$ cat src/design/exm_pkg.sv
// exm_pkg: shared types and constants for the exact pattern matcher.
// Used by exm_cell, exact_pattern_matcher and exm_checker; no dependencies.
package exm_pkg;

  localparam int BYTE_W     = 8;
  localparam int POS_W      = 32;
  localparam int LEN_W      = 5;
  localparam int CFG_W      = 64;
  localparam int CFG_IDX_W  = 2;
  localparam int PAT_BYTES  = 16;
  localparam int PAT_IDX_W  = 4;
  localparam int WORD_BYTES = CFG_W / BYTE_W;

  typedef enum logic [CFG_IDX_W-1:0] {
    REG_PAT_LOW  = 2'd0,
    REG_PAT_HIGH = 2'd1,
    REG_PAT_LEN  = 2'd2,
    REG_UNUSED   = 2'd3
  } cfg_reg_t;

  typedef logic [BYTE_W-1:0] byte_t;

  // shift control common to every cell in the row
  typedef struct packed {
    logic load;
    logic clear;
  } cell_ctrl_t;

endpackage

$ cat src/design/exm_cell.sv
// exm_cell: one window slot of the matcher row - holds a byte, passes it on,
// and registers whether the incoming byte equals its pattern byte. Uses exm_pkg.
module exm_cell (
  input  logic                clk,
  input  logic                rst,
  input  exm_pkg::cell_ctrl_t ctrl,
  input  exm_pkg::byte_t      din,
  input  exm_pkg::byte_t      pat_byte,
  input  logic                active,
  output exm_pkg::byte_t      dout,
  output logic                match
);

  exm_pkg::byte_t slot;

  always_ff @(posedge clk) begin
    if (rst) begin
      slot <= '0;
    end else if (ctrl.load) begin
      slot <= ctrl.clear ? '0 : din;
    end
  end

  // compare the byte as it enters; inactive slots always agree
  always_ff @(posedge clk) begin
    if (ctrl.load) begin
      match <= !active || (din == pat_byte);
    end
  end

  assign dout = slot;

endmodule

$ cat src/design/exact_pattern_matcher.sv
// exact_pattern_matcher: top level - a row of exm_cell window slots, a
// sequence byte counter and a two-stage result path. Uses exm_pkg, exm_cell.
//
// Usage:
//  - Input channel (in_valid/in_ready): one sequence byte per beat, seq_last
//    marks the final byte of a sequence; the next beat starts at position 0.
//  - Output channel (out_valid/out_ready): one beat per occurrence, carrying
//    the zero-based start position of the pattern in the current sequence.
//    Overlapping hits are all reported; the byte count saturates at all ones.
//  - Configuration: cfg_wen/cfg_index/cfg_data, no handshake. Index 0 holds
//    pattern bytes 0-7, index 1 bytes 8-15, index 2 the length (1-16; 0
//    disables, longer values act as MAX_PATTERN). Write only while idle.
//  - Result path: a hit is registered in the compare stage, then in the output register.
//  - Throughput: one byte per cycle while in_ready is high; each byte shifts one slot down the cell
//    row and every slot compares in parallel, so the row sets the rate.
//  - Stall: while out_ready is low one hit waits in the output register and
//    a second in the compare stage; in_ready drops only when both are full.
//    Bytes without a hit keep flowing until both are full.
//  - Reset (rst, synchronous): window zeroed, count cleared, pattern all zero
//    with length 1, both stages emptied.
module exact_pattern_matcher #(
  parameter int MAX_PATTERN = 16
) (
  input  logic                           clk,
  input  logic                           rst,
  // sequence in
  input  logic                           in_valid,
  output logic                           in_ready,
  input  logic [exm_pkg::BYTE_W-1:0]     seq_char,
  input  logic                           seq_last,
  // occurrences out
  output logic                           out_valid,
  input  logic                           out_ready,
  output logic [exm_pkg::POS_W-1:0]      match_position,
  // configuration
  input  logic                           cfg_wen,
  input  logic [exm_pkg::CFG_IDX_W-1:0]  cfg_index,
  input  logic [exm_pkg::CFG_W-1:0]      cfg_data
);

  // ---- configuration registers ----
  logic [exm_pkg::CFG_W-1:0] pat_low;
  logic [exm_pkg::CFG_W-1:0] pat_high;
  logic [exm_pkg::LEN_W-1:0] pat_len;

  always_ff @(posedge clk) begin
    if (rst) begin
      pat_low  <= '0;
      pat_high <= '0;
      pat_len  <= exm_pkg::LEN_W'(1);
    end else if (cfg_wen) begin
      unique case (exm_pkg::cfg_reg_t'(cfg_index))
        exm_pkg::REG_PAT_LOW:  pat_low  <= cfg_data;
        exm_pkg::REG_PAT_HIGH: pat_high <= cfg_data;
        exm_pkg::REG_PAT_LEN:  pat_len  <= cfg_data[exm_pkg::LEN_W-1:0];
        default: ;  // writes past the list are dropped
      endcase
    end
  end

  // pattern as a byte array, byte 0 from the low word
  exm_pkg::byte_t pat_bytes [exm_pkg::PAT_BYTES];

  always_comb begin
    for (int b = 0; b < exm_pkg::WORD_BYTES; b++) begin
      pat_bytes[b]                       = pat_low[b*exm_pkg::BYTE_W +: exm_pkg::BYTE_W];
      pat_bytes[b+exm_pkg::WORD_BYTES]   = pat_high[b*exm_pkg::BYTE_W +: exm_pkg::BYTE_W];
    end
  end

  // clamp length to the row size; zero means matching is off
  localparam logic [exm_pkg::LEN_W-1:0] MaxLen = exm_pkg::LEN_W'(MAX_PATTERN);

  logic [exm_pkg::LEN_W-1:0] eff_len;
  logic [exm_pkg::LEN_W-1:0] len_m1;
  logic                      len_on;

  assign eff_len = (pat_len > MaxLen) ? MaxLen : pat_len;
  assign len_on  = (eff_len != '0);
  assign len_m1  = eff_len - exm_pkg::LEN_W'(1);

  // ---- handshake / flow control ----
  logic in_fire;
  logic out_free;
  logic s1_valid;
  logic s1_ok;
  logic s1_hit;
  logic s1_free;
  logic [exm_pkg::POS_W-1:0] s1_pos;

  assign out_free = !out_valid || out_ready;
  assign s1_free  = !s1_hit || out_free;
  assign in_ready = s1_free;
  assign in_fire  = in_valid && in_ready;

  // ---- cell row: cell k holds the byte k places back from the newest ----
  exm_pkg::cell_ctrl_t ctrl;
  exm_pkg::byte_t      chain  [MAX_PATTERN];
  logic [MAX_PATTERN-1:0] cell_match;

  assign ctrl.load  = in_fire;
  assign ctrl.clear = seq_last;

  for (genvar k = 0; k < MAX_PATTERN; k++) begin : g_cell
    logic [exm_pkg::LEN_W-1:0]     k_pos;
    logic [exm_pkg::LEN_W-1:0]     rel;
    logic                          active;
    exm_pkg::byte_t                din;

    assign k_pos  = exm_pkg::LEN_W'(k);
    assign active = (k_pos < eff_len);
    // slot k lines up with pattern byte len-1-k
    assign rel    = len_m1 - k_pos;

    if (k == 0) begin : g_head
      assign din = seq_char;
    end else begin : g_body
      assign din = chain[k-1];
    end

    exm_cell u_cell (
      .clk      (clk),
      .rst      (rst),
      .ctrl     (ctrl),
      .din      (din),
      .pat_byte (pat_bytes[rel[exm_pkg::PAT_IDX_W-1:0]]),
      .active   (active),
      .dout     (chain[k]),
      .match    (cell_match[k])
    );
  end

  // ---- byte counter and start position ----
  logic [exm_pkg::POS_W-1:0] bytes_seen;
  logic [exm_pkg::POS_W:0]   diff;

  // start = (seen + 1) - len = seen - (len - 1); borrow means too few bytes
  assign diff = {1'b0, bytes_seen} - (exm_pkg::POS_W+1)'(len_m1);

  always_ff @(posedge clk) begin
    if (rst) begin
      bytes_seen <= '0;
    end else if (in_fire) begin
      if (seq_last) begin
        bytes_seen <= '0;
      end else if (bytes_seen != '1) begin
        bytes_seen <= bytes_seen + exm_pkg::POS_W'(1);
      end
    end
  end

  // ---- compare stage ----
  always_ff @(posedge clk) begin
    if (rst) begin
      s1_valid <= 1'b0;
    end else if (s1_free) begin
      s1_valid <= in_fire;
    end
  end

  always_ff @(posedge clk) begin
    if (in_fire) begin
      s1_ok  <= len_on && !diff[exm_pkg::POS_W];
      s1_pos <= diff[exm_pkg::POS_W-1:0];
    end
  end

  assign s1_hit = s1_valid && s1_ok && (&cell_match);

  // ---- output register ----
  always_ff @(posedge clk) begin
    if (rst) begin
      out_valid <= 1'b0;
    end else if (out_free) begin
      out_valid <= s1_hit;
    end
  end

  always_ff @(posedge clk) begin
    if (out_free && s1_hit) begin
      match_position <= s1_pos;
    end
  end

endmodule

$ cat config.mk
export PLATFORM = sky130hd
export DESIGN_NAME = exact_pattern_matcher
export DESIGN_NICKNAME = d
export VERILOG_FILES = /design/src/design/exm_pkg.sv /design/src/design/exm_cell.sv /design/src/design/exact_pattern_matcher.sv
export SDC_FILE = /design/constraint.sdc
export NUM_CORES = 1
export LEC_CHECK = 0
export BUFFER_PORTS_ARGS = -buffer_cell sky130_fd_sc_hd__buf_2
export CORE_UTILIZATION = 55
export DETAILED_ROUTE_END_ITERATION = 7
export PLACE_DENSITY = 0.73
export SLEW_MARGIN = 10
export SYNTH_ARGS = -nofsm -noshare
export SYNTH_HDL_FRONTEND = slang
export SYNTH_SLANG_ARGS = --single-unit
$ cat constraint.sdc
create_clock -name clk -period 6.9 [get_ports clk]
set_clock_uncertainty 0.15 [all_clocks]
set_input_delay 2.07 -clock clk [delete_from_list [all_inputs] [get_ports clk]]
set_output_delay 2.07 -clock clk [all_outputs]
set_load 0.02 [all_outputs]
# == Word-level counts from Yosys, hierarchy flattened ==
# Cells that the tools add are included.
# Widths: inputs -> output; s select.
# classes
n_addsub,18
bitwise_logic,16
n_eq_ne,19
magnitude_cmp,33
reduce_logical,50
mux,66
# op_table
cell,count
$bmux 8 s4,16
$mux 8,47
$eq 8x8->1,16
$ge 5x5->1 const B,16
$not 4->5,16
$mux 32,2
$lt 4x5->1 const A,8
$sub 32x5->33,1
$add 32x1->32 const B,1
$ne 32x32->1 const B,1
$sub 4x4->4 const B,8
$lt 3x5->1 const A,4
$logic_not 1->1,19
$logic_or 1x1->1,18
$reduce_and 16->1,1
$sub 4x3->4 const B,4
$lt 1x5->1 const A,2
$lt 2x5->1 const A,2
$reduce_and 2->1,4
$sub 4x2->4 const B,2
$gt 5x5->1 const B,1
$logic_and 1x1->1,5
$mux 5,1
$reduce_bool 5->1,1
other kinds (6),6
# totals
register_bits,368
out_inout_bits,34
word_cells,242

# == Depth between registers and ports, before layout ==
# Gate-level depths: netlist (run 1).
# logic_depth
depth_word,10
ltp_mapped,18
ltp_nobuf,12

# == Hierarchy ==
# From an unflattened synthesis (run 1), not the netlist that was laid out.
# hier_totals
hier_cells,2356
hier_area_um2,21932.3
# by_module_without_submodules
mod,cells_per_inst,n_inst,area_per_inst_um2
exact_pattern_matcher,1620,1,15145.8
exm_cell,46,16,424.2

# == Least setup slack after synthesis (run 1) ==
# OpenSTA, ideal clock, no wires.
# synth_path
kind,reg-to-reg
startpoint,register pat_len[4] in the netlist's numbering
endpoint,register g_cell[10].u_cell.match (data pin)
path_buffers,8
synth_period_minus_slack_ns,4.912
path_stages_with_launch,19
t_arrival_ns,4.487
t_required_ns,6.475
path_slack_ns,1.988
cell_sequence,dfxtp_1 nor2b_2 clkinv_1 buf_2 buf_2 buf_2 ha_1 clkbuf_1 clkinv_1 buf_1 ha_1 clkbuf_1 clkbuf_1 buf_1 mux2i_1 mux2i_1 xnor2_1 nand4_1 o221ai_1
# synth_via
elab_chain_len,10
word_cells_on_any_way,12
# synth_lines
element,line_no,rtl
start: declaration,exact_pattern_matcher.sv:44,logic [exm_pkg::LEN_W-1:0] pat_len;
start signal: assignment,exact_pattern_matcher.sv:50,pat_len <= exm_pkg::LEN_W'(1);
start signal: assignment,exact_pattern_matcher.sv:55,exm_pkg::REG_PAT_LEN: pat_len <= cfg_data[exm_pkg::LEN_W-1:0];
$gt 5x5->1,exact_pattern_matcher.sv:78,assign eff_len = (pat_len > MaxLen) ? MaxLen : pat_len;
$mux 5 (*),exact_pattern_matcher.sv:78,
$sub 5x1->5,exact_pattern_matcher.sv:80,assign len_m1 = eff_len - exm_pkg::LEN_W'(1);
$sub 4x4->4,exact_pattern_matcher.sv:113,assign rel = len_m1 - k_pos;
$not 4->5 (not written as such),exact_pattern_matcher.sv:126,".pat_byte (pat_bytes[rel[exm_pkg::PAT_IDX_W-1:0]]),"
$bmux 8 s4,exact_pattern_matcher.sv:126,
$mux 8 (not written as such) (2 in a row),exact_pattern_matcher.sv:126,
$eq 8x8->1,exm_cell.sv:27,match <= !active || (din == pat_byte);
$logic_or 1x1->1 (*),exm_cell.sv:27,
end signal: assignment,exm_cell.sv:27,
end: declaration,exm_cell.sv:11,output logic match
# Mark *: on every way between the ends. The rest lies on a longest branch, timed or not. The select of a mux whose other input is x is not followed.
# A chain may end at the register's enable or synchronous reset.

# == Worst setup path after layout (run 1) ==
# layout_path
startpoint,input port out_ready
endpoint,output port in_ready
# layout_via
elab_chain_len,2
# layout_lines
element,line_no,rtl
start: declaration,exact_pattern_matcher.sv:33,"input logic out_ready,"
$logic_or 1x1->1,exact_pattern_matcher.sv:91,assign out_free = !out_valid || out_ready;
$logic_or 1x1->1,exact_pattern_matcher.sv:92,assign s1_free = !s1_hit || out_free;
end: declaration,exact_pattern_matcher.sv:28,"output logic in_ready,"
# Every way passes these cells.

==> results of run 1 <==
[metal layers]
layer,global-route usage,vias up,part of all wire,wire length [µm]
li1,-,8292,-,-
met1,0.464,8919,0.42,28600
met2,0.504,937,0.45,30700
met3,0.0504,146,0.087,6000
met4,0.165,0,0.051,3510
met5,0,-,0,0
[registers in the layout, indices dropped and copies added, names as in the netlist]
register / flops
bytes_seen: 32
g_cell.u_cell.dout: 120
g_cell.u_cell.match: 16
match_position: 32
out_valid: 1
pat_high: 64
pat_len: 5
pat_low: 64
s1_ok: 1
s1_pos: 32
s1_valid: 1
[cell usage in the layout (no fill, tap or decap), types with 81 or more instances in the layout]
| cell | instances |
|---|---|
| buf_2 | 111 |
| nor2_1 | 181 |
| a21oi_1 | 283 |
| dfxtp_1 | 287 |
| mux2i_1 | 255 |
| nor3b_1 | 122 |
| edfxtp_1 | 81 |
| xnor2_1 | 123 |
| nand2_1 | 288 |
| mux4_2 | 121 |
[critical path, delay by kind of cell]
kind	cells	cell delay (ns)
buf+inv	2	0.30
simple gates	2	0.48
[through the flow]
| stage | instance area (µm²) | hold WS, ns | setup WS (ns) | instances |
|---|---|---|---|---|
| after CTS | 24300 | 0.269 | 1.83 | 2853 |
| after detailed placement | 23000 | 0.255 | 1.85 | 2783 |
| after global placement | 23000 | 0.252 | 1.92 | 2783 |
| after global routing | 24300 | 0.277 | 1.74 | 2855 |
| final | 24300 | 0.269 | 1.83 | 2855 |
| after floorplan | 22200 | 0.250 | 1.99 | 2294 |
[cells by family after synthesis]
| family | Yosys count | share of synthesized area |
|---|---|---|
| flip-flops | 368 | 0.369 |
| AO/OA/AOI/OAI | 388 | 0.101 |
| XOR/XNOR | 186 | 0.0758 |
| adder cells (fa/ha/maj) | 20 | 0.0116 |
| multiplexers | 379 | 0.240 |
| buffers and inverters | 204 | 0.0369 |
| AND/OR/NAND/NOR | 749 | 0.166 |
[how the worst min path moves through the flow]
stage	cells past startpoint	from	slack, ns	to
2_1_floorplan	0	s1_pos[0]	0.25	match_position[0]
4_1_cts	0	s1_pos[21]	0.27	match_position[21]
6_report	0	s1_pos[21]	0.27	match_position[21]
3_5_place_dp	0	s1_pos[21]	0.25	match_position[21]
5_1_grt	0	s1_pos[21]	0.28	match_position[21]
3_3_place_gp	0	s1_pos[13]	0.25	match_position[13]
[cell type report]
type	instances	share of cell area
flip-flops and latches	368	0.337
well taps	525	0.0270
multi-input cells	1722	0.544
diodes	2	0.000206
clock inverters	14	0.00907
clock buffers	56	0.0457
inverters	23	0.00366
repair buffers	145	0.0336
[power by group]
part / internal [mW] / total (mW) / switching, mW
Sequential: 2.29 / 2.34 / 0.0521
Clock: 1.25 / 2.18 / 0.929
Combinational: 0.366 / 0.931 / 0.565
==> impl_metrics.ini, run 1 <==
[sta]
layout_worst_path_cycle_share = 0.735
rsz0062_at_grt = false
period_needed_ns = 5.07
maxSlewViolCount = 0
finalHoldViolCount = 0
setup_tns_ns = 0
tightest_slew_ns = 0.994
setup_violations = 0
relSlewSlack = 0.337
max_freq_ghz = 0.197

[cells_and_area]
syn2layout_area_growth_pct = 9.53
seq_area_um2 = 8180
layout.nets = 2398
fillers = 3375
multi_input_area_um2 = 13200
post-route-util = 0.611
drive_above_1_share = 0.155

[global_routing]
grtUsageTotal = 0.333
grt_overflow = 0
grt_max_degree = 122
antenna_found_initial = 2
grt_pass1_wl_um = 103000
grt_pass1_vias = 17000

[setup_path]
crit_path_end = in_ready
startpoint_type = primary input
r2r_end = s1_pos[26]
r2r_slack_ns = 2.05
reg2reg_depth = 13
worstPathCellList = buf_2 -> nor2b_1 -> nand3_1 -> buf_2
cp_common_cell = buf_2
cp_slowest_cell = nor2b_1
crit_arrival_ns = 2.85
endpoint_kind = output pin
critical_path_required_ns = 4.68
cpPeakStageDelay_ns = 0.31
r2r-start = pat_len[4]
critPathKind = primary input to output pin
cp_max_fo = 4
startpoint = out_ready

[synthesis]
ys_ff_latch = 368
synthTopCellsByArea = dfxtp_1 26%, mux4_2 12%, mux2i_1 12%
yosysUniqueCellTypes = 77
synth_commonest_cells = 288 x nand2_1, 287 x dfxtp_1, 283 x a21oi_1
yosys.area.top_type_share = 0.259
synth_area_per_cell_um2 = 9.67
synthCells = 2294
synthArstFlopShare = 0
synth_most_common_cell = nand2_1
synthesis.nets = 2393
synth_top_area_cell = dfxtp_1
synthFlopType = dfxtp_1
netlist_area_um2 = 22200
yosysSeqAreaShare = 0.369
synth_warnings = 0
synth_edf_count = 81

[die]
die_area_um2 = 41100
dieWidth_um = 203
coreArea_um2 = 39700
rows = 73
die_h_um = 203
ioPinCount = 114
start_util = 0.558

[clock_tree]
cts.clk_slew.worst_paths_ns = 0.06
cts_max_level = 2
cts_setup_buffers = 0
clkLatencyLatePin_ns = 0.59
cts_buffers = 39
cts_hold_buffers = 0
ctsResizeCount = 0
cts.sinks = 368
cts_tree = built
root_buffer = clkbuf_16
clk_path_buf_depth = 3

[routing]
drtAntennaViolNets = 0
routed_wl_um = 68800
route.detailed.drc = 0
via_per_inst = 6.41
drtPass1Iterations = 6
wl_per_cell_um = 24.1
vias = 18300
first_iter_violations = 2126

[power_and_ir_drop]
peakVddDrop_v = 0.000204
power.density_nw_per_um2 = 225
finalPower_mw = 5.46
power.leakage_nw = 9.16

[place]
gp_congestion = 0.983
dpl.hpwl_um = 50500
portBuffers = 113

[run_status]
status = finished, final reports clean

[min_path]
min_path_type = flop to flop

[run]
drv_cap = 0
Note: power is estimated with default switching activity, not from simulation.
==> run 2, diff against run 1 <==
Clock period 6.9 ns to 4.72 ns, I/O delays scaled along.
==> run 2 against run 1 <==
Against the previous run: core utilization rose by 0.68 points; setup slack got worse by 1.2 ns; largest power group unchanged; die area did not move; cell area rose by 1.1%; first-iteration DRC count rose by 12%.
==> impl_metrics.ini, run 2 (synthesized netlist as in run 1, its figures left out) <==
[run_status]
status = finished, final reports clean

[clock_tree]
cts_tree = built
ctsResizeCount = 0
cts_max_level = 2
clk_path_buf_depth = 3
cts_setup_buffers = 0
root_buffer = clkbuf_16
cts.sinks = 368
cts_hold_buffers = 0
clkLatencyLatePin_ns = 0.60
cts_buffers = 40
cts.clk_slew.worst_paths_ns = 0.07

[cells_and_area]
largest_register_ff_count = 120
layout.nets = 2419
fillers = 3386
diodes = 0
drive_above_1_share = 0.164
final_common_cell = nand2_1
syn2layout_area_growth_pct = 10.7
design_area_um2 = 24600
final_cell_mix = 288 x nand2_1, 287 x dfxtp_1, 283 x a21oi_1, 255 x mux2i_1, 181 x nor2_1

[global_routing]
grt_pass1_wl_um = 109000
grt_pass1_vias = 17500
grt_overflow = 0
grt_max_degree = 146
grtUsageTotal = 0.352
antenna_found_initial = 0

[sta]
maxSlewViolCount = 0
setup_tns_ns = 0
finalHoldViolCount = 0
tightest_slew_ns = 1.11
relSlewSlack = 0.260
rsz0062_at_grt = false
layout_worst_path_cycle_share = 0.871
whs_ns = 0.259
period_needed_ns = 4.11
max_freq_ghz = 0.243
setup_violations = 0
fin_ws_ns = 0.610

[die]
die_h_um = 203
die_area_um2 = 41100
coreArea_um2 = 39700
dieWidth_um = 203
start_util = 0.558
rows = 73
ioPinCount = 114

[setup_path]
r2r_slack_ns = 0.61
endpoint_kind = flop
crit_arrival_ns = 4.28
critical_path_required_ns = 4.89
startpoint_type = flop
critPathKind = flop to flop
reg2reg_depth = 9
cp_max_fo = 51

[routing]
wl_per_cell_um = 25.2
drtPass1Iterations = 5
route.detailed.drc = 0
first_iter_violations = 2376
vias = 18600
routed_wl_um = 72600
drtAntennaViolNets = 0
via_per_inst = 6.48

[place]
dpl.hpwl_um = 54400
place_area_um2 = 23200
gp_congestion = 1.01
place_ws_ns = 0.814
portBuffers = 113

[power_and_ir_drop]
power.density_nw_per_um2 = 330
peakVddDrop_v = 0.000235
finalPower_mw = 8.10
power.leakage_nw = 9.32

[min_path]
hold_depth = 0
min_path_type = flop to flop

[run]
drv_cap = 0
==> run 2: cell count changes in the layout (fill, tap and decap cells not counted), sizes merged <==
cell	before	now
diode	2	0
clkinv	9	11
clkbuf	57	58
inv	24	26
bufinv	3	2
buf	144	164
==> run 2: final timing paths <==
check | from | endpoint
min | s1_pos[3] | match_position[3]
max reg2reg | pat_len[0] | g_cell[3].u_cell.match
max | pat_len[0] | g_cell[3].u_cell.match
min reg2reg | s1_pos[3] | match_position[3]
==> run 2: power by group <==
group          leakage (nW)  switching, mW  internal (mW)
clock                 0.681           1.40           1.88
combinational          5.59          0.832          0.560
sequential             3.05         0.0801           3.35
total                  9.32           2.31           5.79
==> run 2: metrics by stage <==
step / util / instances
finish: 0.618 / 2877
global route: 0.618 / 2877
CTS: 0.618 / 2877
detailed placement: 0.583 / 2803
global placement: 0.583 / 2803
floorplan: - / 2294
==> run 2: final cells by class <==
class	instances	area, µm²	area share
Sequential cell	368	8180	0.333
Tap cell	525	657	0.0267
Clock buffer	57	1180	0.0479
Inverter	23	88.8	0.00362
Multi-Input combinational cell	1722	13200	0.538
Timing Repair Buffer	165	1040	0.0424
Clock inverter	17	205	0.00836
==> run 2: critical path: stages (launching register included) <==
cell and delay [ns]:
dfxtp_1 0.35, buf_4 0.18, nor2b_4 0.20, buf_4 0.69, mux2i_1 0.48, mux2i_1 0.19
mux4_2 0.49, xnor2_1 0.22, nand4_1 0.21, o32ai_1 0.59
==> run 2: metal layers <==
metal	vias up	routed length [µm]	track usage
li1	8346	-	-
met5	-	0	0
met1	9100	29300	0.479
met4	0	3820	0.162
met2	1019	32500	0.546
met3	183	7040	0.0626
